**src/rtl/plm_pkg.sv**
```systemverilog
// ----------------------------------------------------------------------------
// plm_pkg
// Shared types and constants of the Poisson likelihood flash matcher.
// ----------------------------------------------------------------------------
package plm_pkg;

    localparam int          CHANNELS_DEF = 32;
    localparam logic [15:0] SCALE_RESET  = 16'd4096;
    localparam logic [31:0] E_FLOOR      = 32'd66;
    localparam logic [31:0] LN2_Q32      = 32'd2977044472;
    localparam int          QUEUE_DEPTH  = 4;

    typedef struct packed {
        logic [15:0] obs;
        logic [31:0] expv;
        logic        lc;
        logic        lf;
    } entry_t;

    typedef struct packed {
        logic [24:0] total_expected;
        logic [20:0] best_total_observed;
        logic [31:0] best_score;
        logic [31:0] flash_score;
        logic        set_done;
    } result_t;

    function automatic int avg_shift(input int ch);
        int s;
        s = 0;
        for (int i = 0; i < 30; i++) begin
            if ((ch >> (s + 1)) != 0) begin
                s = s + 1;
            end
        end
        return s;
    endfunction

endpackage

```
**src/rtl/plm_back.sv**
```systemverilog
// ----------------------------------------------------------------------------
// plm_back
// Computes each channel term with an iterative log unit, accumulates the
// flash score and holds the result register.
// ----------------------------------------------------------------------------
module plm_back
    import plm_pkg::*;
#(
    parameter int CHANNELS = CHANNELS_DEF
) (
    input  logic    aclk,
    input  logic    aresetn,
    input  logic    q_valid,
    input  entry_t  q_data,
    output logic    q_pop,
    output logic    out_valid,
    input  logic    out_ready,
    output result_t out_data
);

    localparam int AVG_SHIFT = avg_shift(CHANNELS);

    typedef enum logic [2:0] {S_IDLE, S_NORM, S_SQR, S_LNMUL, S_OMUL, S_FIN} state_t;

    state_t             state_reg;
    entry_t             ent_reg;
    logic [31:0]        ef_reg;
    logic [31:0]        v_reg;
    logic [4:0]         p_reg;
    logic [3:0]         rnd_reg;
    logic [15:0]        frac_reg;
    logic               second_reg;
    logic signed [21:0] l1_reg;
    logic [22:0]        mag_reg;
    logic               neg_reg;
    logic [22:0]        lnr_reg;
    logic signed [40:0] olnr_reg;
    logic signed [39:0] acc_reg;
    logic [21:0]        obs_tot_reg;
    logic [24:0]        exp_tot_reg;
    logic [31:0]        best_reg;
    logic [21:0]        best_obs_reg;
    logic               have_best_reg;
    logic               out_valid_reg;
    result_t            out_reg;

    logic [31:0]        ef_in;
    logic [63:0]        sq;
    logic [32:0]        t;
    logic [15:0]        frac_next;
    logic [5:0]         pm16;
    logic signed [21:0] logv;
    logic signed [22:0] d;
    logic [54:0]        lnprod;
    logic signed [23:0] lnr_s;
    logic signed [41:0] s_sum;
    logic signed [41:0] term;
    logic signed [41:0] acc_sum;
    logic signed [39:0] acc_next;
    logic signed [39:0] acc_sh;
    logic [31:0]        score;
    logic [22:0]        obs_sum;
    logic [21:0]        obs_next;
    logic [25:0]        exp_sum;
    logic [24:0]        exp_next;
    logic               take_best;
    logic [21:0]        best_obs_new;
    logic               fin_go;
    logic               fin_emit;

    assign q_pop     = (state_reg == S_IDLE) && q_valid;
    assign out_valid = out_valid_reg;
    assign out_data  = out_reg;

    always_comb begin
        ef_in     = (q_data.obs != '0 && q_data.expv == '0) ? E_FLOOR : q_data.expv;
        sq        = 64'(v_reg) * 64'(v_reg);
        t         = sq[63:31];
        frac_next = {frac_reg[14:0], t[32]};
        pm16      = {1'b0, p_reg} - 6'd16;
        logv      = $signed({pm16, frac_next});
        d         = 23'(l1_reg) - 23'(logv);
        lnprod    = 55'(mag_reg) * 55'(LN2_Q32);
        lnr_s     = neg_reg ? -$signed({1'b0, lnr_reg}) : $signed({1'b0, lnr_reg});
        s_sum     = $signed({6'b0, ef_reg, 4'b0}) - $signed({10'b0, ent_reg.obs, 16'b0})
                    + 42'(olnr_reg);
        term      = s_sum >>> 11;
        acc_sum   = 42'(acc_reg) + term;
        if (acc_sum > 42'sh7F_FFFF_FFFF) begin
            acc_next = 40'sh7F_FFFF_FFFF;
        end else if (acc_sum < -42'sh80_0000_0000) begin
            acc_next = -40'sh80_0000_0000;
        end else begin
            acc_next = acc_sum[39:0];
        end
        acc_sh = acc_next >>> AVG_SHIFT;
        if (acc_sh < 0) begin
            score = '0;
        end else if (acc_sh[39:32] != '0) begin
            score = '1;
        end else begin
            score = acc_sh[31:0];
        end
        obs_sum  = {1'b0, obs_tot_reg} + {7'b0, ent_reg.obs};
        obs_next = obs_sum[22] ? '1 : obs_sum[21:0];
        exp_sum  = {1'b0, exp_tot_reg} + {6'b0, ent_reg.expv[31:12]};
        exp_next = exp_sum[25] ? '1 : exp_sum[24:0];
        take_best    = !have_best_reg || (score < best_reg);
        best_obs_new = take_best ? obs_next : best_obs_reg;
        fin_go       = !(ent_reg.lc && out_valid_reg && !out_ready);
        fin_emit     = (state_reg == S_FIN) && fin_go && ent_reg.lc;
    end

    always_ff @(posedge aclk) begin
        if (!aresetn) begin
            state_reg     <= S_IDLE;
            acc_reg       <= '0;
            obs_tot_reg   <= '0;
            exp_tot_reg   <= '0;
            best_reg      <= '0;
            best_obs_reg  <= '0;
            have_best_reg <= 1'b0;
            out_valid_reg <= 1'b0;
        end else begin
            if (fin_emit) begin
                out_valid_reg <= 1'b1;
            end else if (out_valid_reg && out_ready) begin
                out_valid_reg <= 1'b0;
            end
            unique case (state_reg)
                S_IDLE: begin
                    if (q_valid) begin
                        ent_reg    <= q_data;
                        ef_reg     <= ef_in;
                        v_reg      <= {4'b0, q_data.obs, 12'b0};
                        p_reg      <= 5'd31;
                        second_reg <= 1'b0;
                        olnr_reg   <= '0;
                        state_reg  <= (q_data.obs == '0) ? S_FIN : S_NORM;
                    end
                end
                S_NORM: begin
                    if (v_reg[31] || p_reg == '0) begin
                        rnd_reg   <= '0;
                        frac_reg  <= '0;
                        state_reg <= S_SQR;
                    end else begin
                        v_reg <= {v_reg[30:0], 1'b0};
                        p_reg <= p_reg - 1'b1;
                    end
                end
                S_SQR: begin
                    frac_reg <= frac_next;
                    rnd_reg  <= rnd_reg + 1'b1;
                    if (rnd_reg == 4'd15 && !second_reg) begin
                        l1_reg     <= logv;
                        v_reg      <= ef_reg;
                        p_reg      <= 5'd31;
                        second_reg <= 1'b1;
                        state_reg  <= S_NORM;
                    end else begin
                        v_reg <= t[32] ? t[32:1] : t[31:0];
                        if (rnd_reg == 4'd15) begin
                            neg_reg   <= d[22];
                            mag_reg   <= d[22] ? 23'(-d) : 23'(d);
                            state_reg <= S_LNMUL;
                        end
                    end
                end
                S_LNMUL: begin
                    lnr_reg   <= lnprod[54:32];
                    state_reg <= S_OMUL;
                end
                S_OMUL: begin
                    olnr_reg  <= 41'($signed({1'b0, ent_reg.obs})) * 41'(lnr_s);
                    state_reg <= S_FIN;
                end
                S_FIN: begin
                    if (fin_go) begin
                        state_reg <= S_IDLE;
                        if (ent_reg.lc) begin
                            out_reg.flash_score         <= score;
                            out_reg.best_score          <= take_best ? score : best_reg;
                            out_reg.best_total_observed <= best_obs_new[21] ? '1
                                                           : best_obs_new[20:0];
                            out_reg.total_expected      <= exp_next;
                            out_reg.set_done            <= ent_reg.lf;
                            acc_reg                     <= '0;
                            obs_tot_reg                 <= '0;
                            exp_tot_reg                 <= '0;
                            if (ent_reg.lf) begin
                                best_reg      <= '0;
                                best_obs_reg  <= '0;
                                have_best_reg <= 1'b0;
                            end else if (take_best) begin
                                best_reg      <= score;
                                best_obs_reg  <= obs_next;
                                have_best_reg <= 1'b1;
                            end
                        end else begin
                            acc_reg     <= acc_next;
                            obs_tot_reg <= obs_next;
                            exp_tot_reg <= exp_next;
                        end
                    end
                end
                default: state_reg <= S_IDLE;
            endcase
        end
    end

endmodule

```
**config.mk**
```make
export PLATFORM = sky130hd
export DESIGN_NAME = plm_back
export DESIGN_NICKNAME = d
export VERILOG_FILES = /design/src/rtl/plm_pkg.sv /design/src/rtl/plm_back.sv
export SDC_FILE = /design/constraint.sdc
export NUM_CORES = 2
export LEC_CHECK = 0
export BUFFER_PORTS_ARGS = -buffer_cell sky130_fd_sc_hd__buf_2
export CORE_UTILIZATION = 30
export CTS_BUF_LIST = sky130_fd_sc_hd__clkbuf_4
export DETAILED_ROUTE_END_ITERATION = 6
export PLACE_DENSITY_LB_ADDON = 0.12
export RECOVER_POWER = 50
export SLEW_MARGIN = 0
export SYNTH_ARGS = -nofsm -noshare
export SYNTH_HDL_FRONTEND = slang
export SYNTH_SLANG_ARGS = --single-unit
```
**constraint.sdc**
```tcl
create_clock -name aclk -period 18.4 [get_ports aclk]
set_clock_uncertainty 0.15 [all_clocks]
set_input_delay 0.92 -clock aclk [delete_from_list [all_inputs] [get_ports aclk]]
set_output_delay 0.92 -clock aclk [all_outputs]
set_load 0.02 [all_outputs]
```
; After elaboration in Yosys (flattened, before gate mapping)
; Cells that the tools add are included.
[word_totals]
regBits = 506
in_bits = 54
out_inout_bits = 113
wordCells = 145
[op_classes]
addsub = 11
n_mul = 3
order_cmp = 4
n_eq_ne = 12
mux = 44
bitwise = 2
reduce_logical = 40
[op_table]
columns = operator, n
row1 = $mux 32, 8
row2 = $mux 40, 3
row3 = $mux 22, 5
row4 = $pmux 32 s3, 1
row5 = $pmux 41 s2, 1
row6 = $mul 32x32->64, 1
row7 = $mul 23x29->52 const B, 1
row8 = $mux 25, 2
row9 = $add 37x41->42, 1
row10 = $add 40x31->41, 1
row11 = $gt 41x40->1 const B, 1
row12 = $lt 41x40->1 const B, 1
row13 = $mul 17x24->41, 1
row14 = $mux 41, 1
row15 = $sub 36x32->37, 1
row16 = $lt 35x1->1 const B, 1
row17 = $logic_not 32->1, 1
row18 = $lt 32x32->1, 1
row19 = $pmux 15 s2, 1
row20 = $add 25x20->26, 1
row21 = $mux 24, 1
row22 = $neg 23->24, 1
row23 = $reduce_and 4->1, 6
row24 = $add 22x16->23, 1
row25 = 34 further kinds, 73

; Depth between registers and ports, before layout
[logic_depth]
depth_word = 13
ltp_mapped = 54
mapped_depth_nobuf = 49

; Worst setup path after synthesis
; OpenSTA, ideal clock, no wires.
[synth_path]
path_type = reg-to-reg
start = register v_reg[19]
end = register mag_reg[20] (data pin)
setup_ps = 260
t_arrival_ps = 10559
t_required_ps = 17990
setup_slack_ps = 7431
stages_incl_launch_ff = 46
path_buffers = 3
period_less_slack_ps = 10969
cell_sequence = edfxtp_1 > clkbuf_1 > clkbuf_1 > nand2_1 > fa_1 > inv_1 > fa_1 > inv_1 > fa_1 > inv_1 > fa_1 > inv_1 > fa_1 > inv_1 > fa_1 > fa_1 > inv_1 > fa_1 > [10 not listed] > xnor2_1 > inv_1 > buf_1 > ha_1 > inv_1 > fa_1 > a21o_1 > a21oi_1 > o21ai_1 > a221oi_1 > xnor2_1 > a211oi_1 > and3b_1 > nand3_1 > nor3_2 > nand3b_1 > mux2_2 > mux2_2
[synth_between]
elab_chain_cells = 4
[synth_rtl]
columns = item, line_no
row1 = start: declaration, plm_back.sv:28  ; logic [31:0] v_reg;
row2 = start signal: assignment, plm_back.sv:135  ; v_reg <= {4'b0, q_data.obs, 12'b0};
row3 = start signal: assignment, plm_back.sv:148  ; v_reg <= {v_reg[30:0], 1'b0};
row4 = start signal: assignment, plm_back.sv:157  ; v_reg <= ef_reg;
row5 = $mul 32x32->64 *, plm_back.sv:77  ; sq = 64'(v_reg) * 64'(v_reg);
row6 = via sq[63], plm_back.sv:48  ; logic [63:0] sq;
row7 = $sub 22x22->23 *, plm_back.sv:82  ; d = 23'(l1_reg) - 23'(logv);
row8 = $neg 23->23, plm_back.sv:165  ; mag_reg <= d[22] ? 23'(-d) : 23'(d);
row9 = $mux 22 *, plm_back.sv:165
row10 = end signal: assignment, plm_back.sv:165
row11 = end: declaration, plm_back.sv:34  ; logic [22:0] mag_reg;
; Mark *: on every way through the listed nets, which the timed path passes. The rest lies on a longest branch.
; A chain may end at the register's enable or synchronous reset.

; Final worst setup path
[layout_path]
start = register ent_reg[36] (netlist name)
end = register out_reg (netlist bit out_data[73]) (data pin)
[layout_between]
elab_chain_cells = 12
elab_cells_between_ends = 16
classes_between = add/sub: 4 / order compare: 4 / mux: 6 / reduce/logical: 2
[layout_rtl]
columns = item, line_no
row1 = start: declaration, plm_back.sv:26  ; entry_t ent_reg;
row2 = start signal: assignment, plm_back.sv:133  ; ent_reg <= q_data;
row3 = $sub 36x32->37 *, plm_back.sv:85  ; s_sum = $signed({6'b0, ef_reg, 4'b0}) - $signed({10'b0, ent_reg.obs, 16'b0})
row4 = $add 37x41->42 *, plm_back.sv:86  ; + 42'(olnr_reg);
row5 = $add 40x31->41 *, plm_back.sv:88  ; acc_sum = 42'(acc_reg) + term;
row6 = $lt 41x40->1, plm_back.sv:91  ; end else if (acc_sum < -42'sh80_0000_0000) begin
row7 = $mux 40, plm_back.sv:91
row8 = $mux 40 *, plm_back.sv:89  ; if (acc_sum > 42'sh7F_FFFF_FFFF) begin
row9 = "parallel branches: the longest is 2 deep, another holds $lt 35x1->1", n/a
row10 = $mux 32 *, plm_back.sv:97  ; if (acc_sh < 0) begin
row11 = via score[12], plm_back.sv:61  ; logic [31:0] score;
row12 = $lt 32x32->1 *, plm_back.sv:108  ; take_best = !have_best_reg || (score < best_reg);
row13 = $logic_or 1x1->1 *, plm_back.sv:108
row14 = $mux 22 *, n/a
row15 = end: declaration, plm_back.sv:45  ; result_t out_reg;
; Mark *: on every way through the listed nets, which the timed path passes.

==> results.txt <==
----------------------------------------------------
[Yosys]
  Cell taking the most area after synthesis ... sky130_fd_sc_hd__fa_1
  Synth cell types ... 91
  Synthesized area divided by synthesized cell count ... between 9 and 10 sq um
  Syn_nets ... around 10000
  Cells taking the most area after synthesis ... sky130_fd_sc_hd__fa_1 (36%), sky130_fd_sc_hd__edfxtp_1 (13%), sky130_fd_sc_hd__ha_1 (13%)
  Yosys warns ... 0
  Sequential cell area fraction in the yosys report ... 0.1686
  Cell with the most instances after synthesis ... sky130_fd_sc_hd__inv_1
  Async set-or-reset flop fraction in the synthesized netlist ... 0
  Number of enable-type register cells in the synthesized netlist ... ~340
  Fraction of post-synthesis cell area in the top cell type by area ... 0.3628
  Post-synthesis instance area ... 0.07841 sq mm
  #FFs+latches synth ... between 400 and 500
  Synthesized instance count ... roughly 8000
  Top flip-flop cell by instance count after synthesis ... sky130_fd_sc_hd__edfxtp_1
  Commonest cells in the synthesized netlist ... sky130_fd_sc_hd__inv_1 (1882), sky130_fd_sc_hd__fa_1 (1421), sky130_fd_sc_hd__ha_1 (819)

[Timing]
  Highest achievable clock rate ... approximately 76 MHz
  RSZ-0062 raised after global routing ... no
  Worst Tran Pin Value ... 3.886 ns
  Minimum period implied by the final worst setup slack ... ~13 ns
  Share of the clock period used by the worst path after layout ... 0.7163
  Setup violation total in the final timing report ... 0
  Number of hold violations in the final report ... 0
  Headroom to the max-slew limit ... -1.591
  Final setup TNS ... 0 ns
  Slew Viols, Final ... ~280

[Floorplan]
  Chip Width ... 513.2 um
  Die Area ... roughly 0.26 sq mm
  Chip Height ... approximately 510 um
  Area of the placeable core ... about 0.26 sq mm
  Number of ports placed on the die boundary ... approximately 170
  Initial Util ... 0.3019
  Total number of placement rows ... around 190

[Worst setup path]
  Termination of the worst setup path ... out_data[73]$_SDFFCE_PP1P_
  Launch instance of the worst register-to-register path ... ent_reg[36]$_DFFE_PP_
  Cell depth of the worst flop-to-flop path ... 43
  Data required time of the critical path ... 19.20 ns
  Family of cells with the greatest summed delay on the critical path ... compound AO/OA/AOI/OAI gates
  Arrival @ worst endpoint ... between 10 and 15 ns
  Worst reg2reg setup slack ... approximately 5.2 ns
  Worst Setup Start Kind ... register
  Crit-path most repeated cell ... sky130_fd_sc_hd__o21ai_0
  R2R Path End ... out_data[73]$_SDFFCE_PP1P_
  CP max FO ... 31
  Crit path largest cell delay ... 0.99 ns
  Critical path start-end classification ... reg2reg
  Critical Path End Type ... register
  Critical Path Stages ... 43
  Number of buffer and inverter stages on the critical path ... 5
  Start point of the critical path ... ent_reg[36]$_DFFE_PP_
  Cell at the slowest stage of the critical path ... sky130_fd_sc_hd__nor4b_1

[Global route]
  GRT Residual Overflow ... 0
  Maximum number of pins on one net before global-route repair ... 85
  GRT Util Overall ... 0.1928
  Antenna violations before repair ... 29
  Global-route wire length before repair ... about 380000 um
  Via count of the first global-routing pass ... 60700

[Placement]
  Count of port buffers added during placement ... roughly 170
  RePlAce Congestion ... a little under 0.9
  Instance count after placement with tap cells included ... between 10000 and 15000
  HPWL after detailed placement ... 200800 um

[Cells and area]
  Proportion of layout cells with a drive suffix above 1 ... 0.05015
  Max FFs per register ... between 100 and 150
  Synthesis-to-layout area growth ... 8.937%
  Total Nets Final ... ~11000
  Non-Filler Instances ... around 12000

[Routing]
  Antenna-violating nets left ... 0
  Wire length per cell after detailed routing ... between 20 and 25 um
  Count of vias placed by the detailed router ... around 56000
  Total routed wirelength ... ~250000 um
  Iteration-0 DRC count of the detailed router ... between 3000 and 4000
  Post-route DRC ... 0
  Detailed-routing iteration count for the pre-antenna-repair pass ... 6
  Via density per instance ... roughly 4.7

[Status]
  Status ... finished with violations
  Failing checks ... max-capacitance violations, max-slew violations

[Clock network]
  Clock net sink count ... ~490
  Clock Pin Slew Worst Setup and Hold Paths ... 0.07 ns
  Level count of the clock H-tree ... 4
  Skew-Pair Late Insertion Delay ... about 1.2 ns
  Cts bufs inserted ... ~140
  Clock tree buffer depth ... 3
  Resize count post-CTS ... 0
  Master cell of the clock root buffer ... sky130_fd_sc_hd__clkbuf_4
  TritonCTS clock tree ... yes

[Job]
  Max Cap Violations ... 7

[Min path]
  Path type of the worst min-delay path ... in2reg

----------------------------------------------------
worst min path at each step:
stage | start | to | slack, ns | cells past startpoint
2_1_floorplan | frac_reg[9]$_SDFFCE_PN0P_ | l1_reg[10]$_DFFE_PP_ | 0.28 | 0
3_3_place_gp | frac_reg[1]$_SDFFCE_PN0P_ | l1_reg[2]$_DFFE_PP_ | 0.28 | 0
3_5_place_dp | frac_reg[6]$_SDFFCE_PN0P_ | l1_reg[7]$_DFFE_PP_ | 0.28 | 0
4_1_cts | aresetn | state_reg[1]$_SDFFE_PN0P_ | 0.03 | 4
5_1_grt | aresetn | state_reg[1]$_SDFFE_PN0P_ | 0.12 | 4
6_report | aresetn | state_reg[1]$_SDFFE_PN0P_ | 0.20 | 4
worst register-to-register path: cells and delay by family, from the launching register on:
kind | cells | cell delay, ns
and+or+nand+nor | 12 | 3.30
buffers and inverters | 5 | 1.22
DFF | 1 | 0.32
AOI/OAI and AO/OA | 20 | 5.79
muxes | 2 | 0.84
adders and majority gates | 4 | 1.44
per-stage QoR:
stage | utilization | hold WS, ns | worst slack, ns | cell area, sq um
after floorplan | - | 0.2764 | 7.431 | 78410
after global placement | 0.3207 | 0.2786 | 5.748 | 83300
after detailed placement | 0.3207 | 0.2817 | 5.557 | 83300
after CTS | 0.3298 | 0.02942 | 5.428 | 85640
after global routing | 0.3288 | 0.1206 | 4.210 | 85400
final | 0.3289 | 0.1953 | 5.220 | 85420
layout make-up:
class | instances | area (sq um)
fill | 27010 | 174300
multi-input combinational | 5438 | 57050
sequential | 489 | 13220
inverter | 1889 | 7092
tap | 3402 | 4257
timing repair buffer | 328 | 1929
clock buffer | 203 | 1524
clock inverter | 47 | 307.8
antenna | 16 | 40.04
logic make-up after synthesis:
| group | Yosys count | synth area share |
|---|---|---|
| other | 1 | 0.00004782 |
| buffers and inverters | 2183 | 0.1053 |
| adders and majority gates | 2240 | 0.4935 |
| xor gates and xnor gates | 265 | 0.02960 |
| DFF | 489 | 0.1686 |
| and+or+nand+nor | 1827 | 0.1091 |
| AOI/OAI and AO/OA | 1079 | 0.09035 |
| muxes | 26 | 0.003447 |
timing repair:
item,in CTS,in global routing
hold buffers,51,0
endpoints found under the hold margin,77,0
buffers inserted,0,0
layer usage:
| metal | vias to the layer above | GRT usage | part of all wire |
|---|---|---|---|
| met5 | - | 0 | 0.00016 |
| met4 | 6 | 0.06156 | 0.032 |
| met3 | 309 | 0.02523 | 0.044 |
| met2 | 1145 | 0.3260 | 0.48 |
| met1 | 28220 | 0.2539 | 0.44 |
| li1 | 25880 | - | - |
cell usage in the layout, fill, tap and decap left out, drive strengths merged, types with 146 or more instances in the layout:
cell and count:
ha 819, a21oi 297, inv 1891, nand2 719, dfxtp 146, o21ai 240
and2 331, clkbuf 373, edfxtp 343, fa 1421, nor2 404, xnor2 165
Power is not shown: default switching activity piles up to over one toggle a cycle in this logic, so the estimate is an artifact.
