[src/rtl/plm_pkg.sv]
// ----------------------------------------------------------------------------
// plm_pkg
// Shared types and constants of the Poisson likelihood flash matcher.
// ----------------------------------------------------------------------------
package plm_pkg;

    localparam int          CHANNELS_DEF = 32;
    localparam logic [15:0] SCALE_RESET  = 16'd4096;
    localparam logic [31:0] E_FLOOR      = 32'd66;
    localparam logic [31:0] LN2_Q32      = 32'd2977044472;
    localparam int          QUEUE_DEPTH  = 4;

    typedef struct packed {
        logic [15:0] obs;
        logic [31:0] expv;
        logic        lc;
        logic        lf;
    } entry_t;

    typedef struct packed {
        logic [24:0] total_expected;
        logic [20:0] best_total_observed;
        logic [31:0] best_score;
        logic [31:0] flash_score;
        logic        set_done;
    } result_t;

    function automatic int avg_shift(input int ch);
        int s;
        s = 0;
        for (int i = 0; i < 30; i++) begin
            if ((ch >> (s + 1)) != 0) begin
                s = s + 1;
            end
        end
        return s;
    endfunction

endpackage

[src/rtl/plm_front.sv]
// ----------------------------------------------------------------------------
// plm_front
// Accepts channel requests, scales the hypothesis and forwards the entry.
// ----------------------------------------------------------------------------
module plm_front
    import plm_pkg::*;
(
    input  logic        aclk,
    input  logic        aresetn,
    input  logic        s_valid,
    output logic        s_ready,
    input  logic [15:0] obs,
    input  logic [15:0] hypo,
    input  logic        lc,
    input  logic        lf,
    input  logic        cfg_valid,
    input  logic [15:0] cfg_data,
    input  logic        q_full,
    output logic        q_push,
    output entry_t      q_entry
);

    logic [15:0] scale_reg;
    logic        fv_reg;
    entry_t      entry_reg;

    assign q_push  = fv_reg && !q_full;
    assign s_ready = !fv_reg || !q_full;
    assign q_entry = entry_reg;

    always_ff @(posedge aclk) begin
        if (!aresetn) begin
            scale_reg <= SCALE_RESET;
            fv_reg    <= 1'b0;
        end else begin
            if (cfg_valid) begin
                scale_reg <= cfg_data;
            end
            if (s_valid && s_ready) begin
                fv_reg <= 1'b1;
            end else if (q_push) begin
                fv_reg <= 1'b0;
            end
        end
        if (s_valid && s_ready) begin
            entry_reg.obs  <= obs;
            entry_reg.expv <= 32'(hypo) * 32'(scale_reg);
            entry_reg.lc   <= lc;
            entry_reg.lf   <= lf;
        end
    end

endmodule

[config.mk]
export PLATFORM = sky130hd
export DESIGN_NAME = plm_front
export DESIGN_NICKNAME = d
export VERILOG_FILES = /design/src/rtl/plm_pkg.sv /design/src/rtl/plm_front.sv
export SDC_FILE = /design/constraint.sdc
export NUM_CORES = 1
export LEC_CHECK = 0
export ABC_AREA = 1
export BUFFER_PORTS_ARGS = -buffer_cell sky130_fd_sc_hd__clkbuf_2
export CAP_MARGIN = 20
export CORE_ASPECT_RATIO = 2
export CORE_MARGIN = 1.5
export CORE_UTILIZATION = 60
export DETAILED_ROUTE_END_ITERATION = 7
export MAX_ROUTING_LAYER = met4
export PLACE_DENSITY = 0.8
export SLEW_MARGIN = 20
export SYNTH_ARGS = -nofsm -noshare
export SYNTH_HDL_FRONTEND = slang
export SYNTH_SLANG_ARGS = --single-unit
[constraint.sdc]
create_clock -name aclk -period 7.42 [get_ports aclk]
set_input_delay 1.484 -clock aclk [delete_from_list [all_inputs] [get_ports aclk]]
set_output_delay 1.484 -clock aclk [all_outputs]
set_load 0.005 [all_outputs]
After elaboration in Yosys (flattened, before gate mapping)
Cells that the tools add are included.
Widths: inputs -> output; s select.

operators by class
  reduce and logical (&&, ||, !) cells = 6
  bitwise operators = 0
  divide/modulo/power cells = 0
  magnitude comparators = 0
  $add $sub $neg = 0
  multiply operators = 1
  equal/unequal tests = 0
  shift operators = 0
  mux-type cells = 2

operators with widths
  cell               number
  $mul 16x16->32     1
  $logic_and 1x1->1  2
  $logic_not 1->1    2
  $mux 1             2
  $reduce_bool 2->1  1
  $logic_or 1x1->1   1

storage, ports and cells
  flip-flop bits (word level) = 67
  output and inout port bits = 52
  bits in writable memories = 0
  memory bits (read-only) = 0
  bits of input ports = 55
  memories kept = 0
  logic and storage cells = 15
  bits in latches = 0

Longest topological paths before layout
Gate-level depths: netlist (run 1).

  depth after elaboration = 4
  mapped depth = 25
  depth with buffers taken out = 23

Least setup slack after synthesis (run 1)
No wires, ideal clock.

  kind = input to register
  start = input hypo[7]
  end = register entry_reg (netlist bit q_entry[30]) (data pin)
  stages on the path = 25
  slack = 0.939 ns
  data arrival time = 6.229 ns
  library setup time = 0.252 ns
  required time = 7.168 ns
  path buffers = 2
  cell sequence = clkbuf_1 -> clkbuf_1 -> nand2_1 -> fa_1 -> inv_1 -> fa_1 -> inv_1 -> fa_1 -> inv_1 -> fa_1 -> fa_1 -> inv_1 -> fa_1 -> inv_1 -> ha_1 -> nand2_1 -> inv_1 -> nand2_1 -> nand2_1 -> nand2_1 -> nand2_1 -> a21oi_1 -> nand2_1 -> nand2_1 -> nand2_1

between the ends
  word-level cells in the longest chain between the ends = 1

ends and longest elaborated chain
  item            RTL line         text
  from (decl)     plm_front.sv:13  input logic [15:0] hypo,
  $mul 16x16->32  plm_front.sv:47  entry_reg.expv <= 32'(hypo) * 32'(scale_reg);
  to (decl)       plm_front.sv:25  entry_t entry_reg;

No other way between the ends.
A chain may end at the register's enable or synchronous reset.

Worst setup path in the final report (run 1)
  start = input hypo[7]
  end = register entry_reg (netlist bit q_entry[18]) (data pin)

Same word-level chain as after synthesis.

==> results of run 1 <==
## worst reg2reg max path, cell delays in order, from the launching register on
cell and delay [ps]:
dfxtp_1 840, nand2_1 180, fa_1 570, inv_1 50
fa_1 500, inv_1 60, fa_1 540, inv_1 50
fa_1 460, fa_1 530, inv_1 60, fa_1 480
inv_1 50, ha_1 360, nand2_1 140, nor2_2 230
a21oi_1 100, nand2_1 190, xor2_1 340
## cells in the final DEF (no fill, tap or decap), types with 9 or more instances in the layout
cell type and count:
fa_1 194, inv_1 436, dfxtp_1 17, nand2_1 460
ha_1 104, o21ai_0 15, nor2_1 68, clkbuf_16 9
clkbuf_2 106, a21oi_1 17, edfxtp_1 50, xor2_1 15
nand3_1 29
## synth_stat cells, types with 2 or more instances
| cell type | instances | share of area [%] |
|---|---|---|
| a21oi_1 | 18 | 0.78 |
| buf_1 | 5 | 0.16 |
| clkbuf_1 | 62 | 2.0 |
| dfxtp_1 | 17 | 3.0 |
| edfxtp_1 | 50 | 13 |
| fa_1 | 194 | 34 |
| ha_1 | 104 | 11 |
| inv_1 | 436 | 14 |
| nand2_1 | 460 | 15 |
| nand3_1 | 29 | 1.3 |
| nand3_2 | 4 | 0.35 |
| nand3b_1 | 2 | 0.13 |
| nand4_1 | 4 | 0.22 |
| nor2_1 | 68 | 2.2 |
| nor2_2 | 2 | 0.11 |
| o21ai_0 | 15 | 0.65 |
| xnor2_1 | 3 | 0.23 |
| xor2_1 | 15 | 1.1 |
## cell families (layout without fill, tap and decap cells)
family / after synthesis / count (layout)
simple gates: 572 / 572
buf+inv: 503 / 560
fa+ha+maj: 298 / 298
flops: 67 / 67
compound gates: 36 / 36
xor+xnor: 18 / 18
## cell type report
class                   instances  area (um^2)  share of cell area, %
inverters                     436         1640                   13.2
flip-flops and latches         67         1840                   14.8
well taps                     255          319                   2.57
clock inverters                 6         48.8                  0.393
clock buffers                  10          229                   1.85
repair buffers                108          546                   4.40
multi-input cells             924         7780                   62.7
## stage by stage
step	instance area (um^2)	setup slack (ps)	hold WS (ps)
global placement	12100	558	524
global route	12400	728	599
finish	12400	886	550
CTS	12400	948	551
detailed placement	12100	600	543
floorplan	11500	939	500
## power by group through the flow
stage,registers [mW],logic (mW),clock network [mW]
2_1_floorplan,0.642,2.21,0
3_3_place_gp,0.674,3.12,0
3_5_place_dp,0.675,3.18,0
4_1_cts,0.668,3.21,0.413
5_1_grt,0.676,3.58,0.421
6_report,0.670,3.20,0.404
## worst paths after layout
| kind | depth (start not counted) | slack [ps] | to |
|---|---|---|---|
| worst max-delay path | 19 | 890 | q_entry[18] |
| worst min-delay path | 2 | 550 | fv_reg |
| worst max register to register | 18 | 1470 | q_entry[18] |
| worst min register to register | 2 | 550 | fv_reg |
## layer usage
metal | track usage, % | wire length (um) | vias to the layer above | part of all wire, %
met2 | 53.7 | 15200 | 389 | 55
met1 | 29.2 | 8800 | 4480 | 32
met5 | - | 0 | - | 0
met4 | 23.9 | 2370 | 0 | 8.5
met3 | 4.39 | 1470 | 157 | 5.3
li1 | - | - | 4329 | -
==> out/qor.yml, run 1 <==
yosys:
  synth_fp_nets: 1847
  synth_top_family_by_area: "adder cells"
  avgSynthCellArea_um2: 7.70
  synthFlopType: "edfxtp_1"
  synth_edf_count: 50
  yosysSeqAreaShare_pct: 16.0
  synthMuxAreaShare_pct: 0
  synth_adder_area_share_pct: 45.1
  synthXorXnorAreaFrac_pct: 1.37
  async_reset_ff_share_pct: 0
  ys_warn_count: 0
  synthesis.area_mm2: 0.0115
  synth_compound_area_share_pct: 1.63
  synth_cells: 1494
  ys_seq_elements: 67
  synth-simple-area-share_pct: 19.5
  synth.distinct_cells: 24
global_route:
  grt_max_degree: 51
  grt_pass1_wl_mm: 44.9
  antenna_found_initial: 0
  track_usage_pct: 30.5
  overflow: 0
  grt_pass1_vias: 9679
outcome:
  status: "finished, final reports clean"
pwr:
  pwr-share-seq_pct: 15.7
  power.total_mw: 4.27
  peakVddDrop_mv: 0.303
  pwr-share-comb_pct: 74.9
  p_switching_mw: 2.30
  power_density_mw_per_mm2: 344
  pwr-share-clk_pct: 9.5
  swShare_pct: 53.9
  leakage_nw: 7.57
  internal_power_mw: 1.97
layout:
  nets: 1899
  drive_gt1_share_pct: 8.51
  final_cells: 1806
  final_util_pct: 65.9
  largest_register_ffs: 50
  area_growth_pct: 7.84
  insertedDiodeCount: 0
  fill_cells: 1637
flow_run:
  cap_viol_max_count: 0
clock_tree:
  cts_max_level: 3
  clock-root-buffer: "clkbuf_16"
  cts-buffers-inserted: 9
  clock-sinks: 67
  clk_latency_ps: 360
  cts_tree: "done"
  cts_buffer_depth: 2
  clk_pin_slew_ps: 60
  cts_hold_buffers: 0
  post_cts_buffers: 0
  cts.repair.resized: 0
sta:
  fin_worst_skew_ps: 15.1
  slew_viol_final: 0
  max-slew-margin-rel_pct: 39.3
  finalCritPeriodShare_pct: 88.1
  min_period_ps: 6530
  timing.setup.tns_ps: 0
  hold_viol_final: 0
  tightestPinTransition_ps: 909
  max_freq_mhz: 153
  finalSetupViolations: 0
  rsz0062_at_grt: "no"
floorplan:
  core_area_mm2: 0.0188
  start_util_pct: 61.1
  dieArea_mm2: 0.0201
  core.rowCount: 71
  io_pins: 107
  die_h_um: 199
  die_w_um: 101
detailed_routing:
  num_vias: 9355
  avgViaCountPerCell: 5.18
  ant_nets: 0
  drc: 0
  drt_wl_total_mm: 27.8
  dr.first_iter.drc_count: 395
  drt-pass1-iter-count: 6
  wire_per_inst_um: 15.4
worst_setup_path:
  slowest_delay_ps: 570
  end_kind: "register"
  crit_start: "hypo[7]"
  worst-setup-path-type: "in -> reg"
  cp-start-kind: "input pin"
  cp_top_family: "adder cells"
  regToRegStartpoint: "scale_reg[7]"
  crit_fanout: 16
  worstPathCellList: "clkbuf_2 -> nand2_1 -> fa_1 -> inv_1 -> fa_1 -> inv_1 -> fa_1 -> inv_1 -> fa_1 -> fa_1 -> inv_1 -> fa_1 -> inv_1 -> ha_1 -> nand2_1 -> nor2_2 -> a21oi_1 -> nand2_1 -> xor2_1"
  arrival_ps: 6670
  slowest_stage: "fa_1"
  required_ps: 7560
  cp_common_cell: "fa_1"
  path_buf_inv: 6
placed_design:
  io_buffers: 106
  dpl.cell_count: 1790
  gp_congestion: 1.08
  dpl.hpwl_mm: 23.2
min_path:
  hold_class: "reg -> reg"
  hp-start: "fv_reg"
Note: power is estimated with default switching activity, not from simulation.
==> run 2, diff against run 1 <==
--- a/config.mk
+++ b/config.mk
@@ -10,10 +10,11 @@
 export CAP_MARGIN = 20
 export CORE_ASPECT_RATIO = 2
 export CORE_MARGIN = 1.5
-export CORE_UTILIZATION = 60
+export CORE_UTILIZATION = 35
+export CTS_CLUSTER_SIZE = 16
 export DETAILED_ROUTE_END_ITERATION = 7
 export MAX_ROUTING_LAYER = met4
-export PLACE_DENSITY = 0.8
+export PLACE_DENSITY = 0.51
 export SLEW_MARGIN = 20
 export SYNTH_ARGS = -nofsm -noshare
 export SYNTH_HDL_FRONTEND = slang
==> run 2 against run 1 <==
Net effect:
- clock skew is 8.8 ps higher
- critical path type unchanged
- via count fell by 4.0%
- core utilization is 27 points lower
- total power rose by 0.91%
- routed wire length up 12%
==> out/qor.yml, run 2 (synthesized netlist as in run 1, its figures left out) <==
sta:
  finalCritPeriodShare_pct: 87.6
  slew_viol_final: 0
  tightestPinTransition_ps: 843
  max_freq_mhz: 154
  fin_worst_skew_ps: 23.9
  timing.setup.tns_ps: 0
  fin_hold_ws_ps: 544
  rsz0062_at_grt: "no"
  min_period_ps: 6500
  hold_viol_final: 0
  finalSetupViolations: 0
  max-slew-margin-rel_pct: 43.7
worst_setup_path:
  slowest_delay_ps: 570
  worstPathCellList: "clkbuf_2 -> nand2_1 -> fa_1 -> inv_1 -> fa_1 -> inv_1 -> fa_1 -> inv_1 -> fa_1 -> fa_1 -> inv_1 -> fa_1 -> inv_1 -> ha_1 -> nand2_1 -> nor2_1 -> nand3_1 -> nand3_2 -> nand2_1 -> nand3_1 -> nand2_1"
  r2r_slack_ps: 1520
  crit_fanout: 16
  regToRegStartpoint: "scale_reg[7]"
  worstRegToRegCells: 20
  cp_top_family: "adder cells"
  required_ps: 7560
  r2r_end: "q_entry[33]"
  path_buf_inv: 6
  cp_common_cell: "fa_1"
  worst-setup-path-type: "in -> reg"
  cp-start-kind: "input pin"
  slowest_stage: "fa_1"
  cp.depth: 21
  end_kind: "register"
  arrival_ps: 6640
detailed_routing:
  num_vias: 8985
  drt-pass1-iter-count: 4
  drt_wl_total_mm: 31.2
  dr.first_iter.drc_count: 345
  wire_per_inst_um: 15.8
  ant_nets: 0
  drc: 0
  avgViaCountPerCell: 4.54
placed_design:
  gp_congestion: 0.894
  io_buffers: 106
  dpl.hpwl_mm: 26.6
clock_tree:
  clk_pin_slew_ps: 80
  clock-sinks: 67
  cts_tree: "done"
  cts.repair.resized: 0
  clk_latency_ps: 370
  clock-root-buffer: "clkbuf_16"
  cts_hold_buffers: 0
  post_cts_buffers: 0
  cts_buffer_depth: 2
  cts_max_level: 3
  cts-buffers-inserted: 9
outcome:
  status: "finished, final reports clean"
pwr:
  leakage_nw: 7.58
  power_density_mw_per_mm2: 342
  peakVddDrop_mv: 0.187
layout:
  final_util_pct: 39.1
  multi_input_area_mm2: 0.00778
  final-seq-area_mm2: 0.00184
  final_common_cell: "nand2_1"
  fill_cells: 3449
  drive_gt1_share_pct: 8.57
  largest_register_ffs: 50
  nets: 1900
  insertedDiodeCount: 0
  area_growth_pct: 9.70
  layout_common_cells: "nand2_1 (460), inv_1 (436), fa_1 (194)"
global_route:
  antenna_found_initial: 0
  grt_max_degree: 51
  grt_pass1_vias: 9693
  overflow: 0
  grt_pass1_wl_mm: 50.3
  track_usage_pct: 20.0
flow_run:
  cap_viol_max_count: 0
min_path:
  hp-start: "fv_reg"
  hold_class: "reg -> reg"
  hold_path_end: "fv_reg"
  min_path_cells: 2
floorplan:
  start_util_pct: 35.7
  core.rowCount: 93
  core_area_mm2: 0.0322
  die_h_um: 259
  die_w_um: 131
  io_pins: 107
  dieArea_mm2: 0.0340
## run 2: cell type report
cell class / count / area share, %
timing repair buffer: 109 / 4.38
inverter: 436 / 13.0
tap: 427 / 4.23
clock inverter: 6 / 0.317
clock buffer: 10 / 1.81
multi-input combinational: 924 / 61.7
sequential: 67 / 14.6
## run 2: routing by layer
layer	GRT usage, %	part of all wire (%)	routed length [um]
met5	-	0	0
met4	12.2	5.9	1830
met3	1.80	1.7	541
met2	39.6	59	18500
met1	18.1	33	10300
## run 2: worst max path at each step
stage	start	endpoint	slack, ps
floorplan	hypo[7]	q_entry[30]	940
CTS	hypo[10]	q_entry[23]	900
detailed placement	hypo[7]	q_entry[33]	500
finish	hypo[7]	q_entry[33]	920
global route	hypo[10]	q_entry[31]	640
global placement	hypo[7]	q_entry[33]	500
## run 2: metrics by stage
step / cell area, um^2 / setup WS, ps / instances / total power [mW]
final: 12600 / 920 / 1979 / 4.31
after global routing: 12600 / 640 / 1979 / 4.80
after CTS: 12600 / 903 / 1979 / 4.44
after detailed placement: 12300 / 504 / 1963 / 4.00
after global placement: 12300 / 504 / 1963 / 3.99
after floorplan: 11500 / 939 / 1494 / 2.85
## run 2: worst min-delay path, delay by kind of cell, from the launching register on
kind	cells	cell delay (ps)
flops	1	340
compound gates	1	70
simple gates	1	80
## run 2: power breakdown
part | internal (mW) | total [mW] | switching, mW
sequential | 0.603 | 0.672 | 0.0691
combinational | 1.15 | 3.22 | 2.08
clock | 0.226 | 0.414 | 0.188
==> run 3, diff against run 2 <==
--- a/config.mk
+++ b/config.mk
@@ -15,6 +15,7 @@
 export DETAILED_ROUTE_END_ITERATION = 7
 export MAX_ROUTING_LAYER = met4
 export PLACE_DENSITY = 0.51
+export RECOVER_POWER = 25
 export SLEW_MARGIN = 20
 export SYNTH_ARGS = -nofsm -noshare
 export SYNTH_HDL_FRONTEND = slang
==> run 3 against run 2 <==
Net effect:
- cell count unchanged
- total power about the same
- combinational power about the same
- clock power about the same
- sequential share of layout area about the same
- critical path depth decreased by 4
- setup slack got worse by 33 ps
==> out/qor.yml, run 3 (synthesized netlist as in run 1, its figures left out) <==
clock_tree:
  cts.repair.resized: 0
  cts_buffer_depth: 2
  clk_pin_slew_ps: 50
  clock-sinks: 67
  cts_tree: "done"
  cts-buffers-inserted: 9
  clock-root-buffer: "clkbuf_16"
  cts_hold_buffers: 0
  cts_max_level: 3
  clk_latency_ps: 370
  post_cts_buffers: 0
global_route:
  grt_pass1_vias: 9693
  overflow: 0
  antenna_found_initial: 0
  grt_pass1_wl_mm: 50.3
  grt_max_degree: 51
  track_usage_pct: 20.0
outcome:
  status: "finished, final reports clean"
sta:
  finalCritPeriodShare_pct: 88.1
  hold_viol_final: 0
  timing.setup.tns_ps: 0
  fin_hold_ws_ps: 545
  max-slew-margin-rel_pct: 41.6
  fin_worst_skew_ps: 23.7
  tightestPinTransition_ps: 877
  min_period_ps: 6530
  finalSetupViolations: 0
  max_freq_mhz: 153
  slew_viol_final: 0
  rsz0062_at_grt: "no"
layout:
  final_common_cell: "nand2_1"
  drive_gt1_share_pct: 8.38
  area_growth_pct: 9.67
  insertedDiodeCount: 0
  largest_register_ffs: 50
  fill_cells: 3452
  nets: 1900
  layout_common_cells: "nand2_1 (460), inv_1 (436), fa_1 (194)"
detailed_routing:
  drt-pass1-iter-count: 4
  dr.first_iter.drc_count: 342
  ant_nets: 0
  num_vias: 8983
  drc: 0
  avgViaCountPerCell: 4.54
  drt_wl_total_mm: 31.2
  wire_per_inst_um: 15.8
floorplan:
  io_pins: 107
  dieArea_mm2: 0.0340
  core.rowCount: 93
  core_area_mm2: 0.0322
  start_util_pct: 35.7
  die_h_um: 259
  die_w_um: 131
worst_setup_path:
  regToRegStartpoint: "scale_reg[7]"
  crit_start: "hypo[0]"
  arrival_ps: 6680
  cp-start-kind: "input pin"
  end_kind: "register"
  r2r_slack_ps: 1520
  worstRegToRegCells: 20
  slowest_stage: "clkbuf_1"
  path_buf_inv: 4
  worstPathCellList: "clkbuf_1 -> nand2_1 -> fa_1 -> fa_1 -> inv_1 -> fa_1 -> fa_1 -> fa_1 -> inv_1 -> fa_1 -> inv_1 -> ha_1 -> nand2_1 -> nor2_2 -> nand3_1 -> nand2_1 -> xor2_1"
  cp_top_family: "adder cells"
  required_ps: 7570
  r2r_end: "q_entry[33]"
  cp_common_cell: "fa_1"
  worst-setup-path-type: "in -> reg"
  crit_fanout: 16
  slowest_delay_ps: 640
pwr:
  power.total_mw: 4.31
  power_density_mw_per_mm2: 342
  peakVddDrop_mv: 0.187
  leakage_nw: 7.57
min_path:
  hold_path_end: "fv_reg"
  min_path_cells: 2
  hp-start: "fv_reg"
  hold_class: "reg -> reg"
placed_design:
  io_buffers: 106
  gp_congestion: 0.894
  dpl.hpwl_mm: 26.6
flow_run:
  cap_viol_max_count: 0
[run 3: metrics by stage]
stage | worst slack (ps) | utilization, % | instance area, um^2 | std cells
floorplan | 939 | - | 11500 | 1494
global placement | 504 | 38.3 | 12300 | 1963
detailed placement | 504 | 38.3 | 12300 | 1963
CTS | 903 | 39.1 | 12600 | 1979
global route | 640 | 39.1 | 12600 | 1979
finish | 886 | 39.1 | 12600 | 1979
[run 3: how the worst max path moves through the flow]
| stage | end | slack [ps] | depth (start not counted) |
|---|---|---|---|
| after floorplan | q_entry[30] | 940 | 25 |
| after global placement | q_entry[33] | 500 | 21 |
| after detailed placement | q_entry[33] | 500 | 21 |
| after CTS | q_entry[23] | 900 | 19 |
| after global routing | q_entry[31] | 640 | 19 |
| final | q_entry[18] | 890 | 17 |
[run 3: area by class of cell]
type	instances	area [um^2]	area share, %
Clock buffer	10	229	1.82
Clock inverter	6	40.0	0.317
Inverter	436	1640	13.0
Multi-Input combinational cell	924	7780	61.7
Sequential cell	67	1840	14.6
Tap cell	427	534	4.24
Timing Repair Buffer	109	549	4.35
[run 3: per-layer routing]
layer  track usage, %  up-vias  share of wire [%]
li1                 -     4335                  -
met2             39.6      150                 59
met5                -        -                  0
met3             1.80       83                1.7
met4             12.2        0                5.8
met1             18.1     4415                 33
[run 3: power by group]
| group | switching (mW) | internal [mW] |
|---|---|---|
| logic | 2.08 | 1.15 |
| clock network | 0.188 | 0.226 |
| registers | 0.0691 | 0.603 |
| total | 2.33 | 1.98 |
[run 3: worst min-delay path, stage by stage, from the launching register on]
cell,delay (ps)
dfxtp_1,340
nand2_1,80
a21boi_0,70
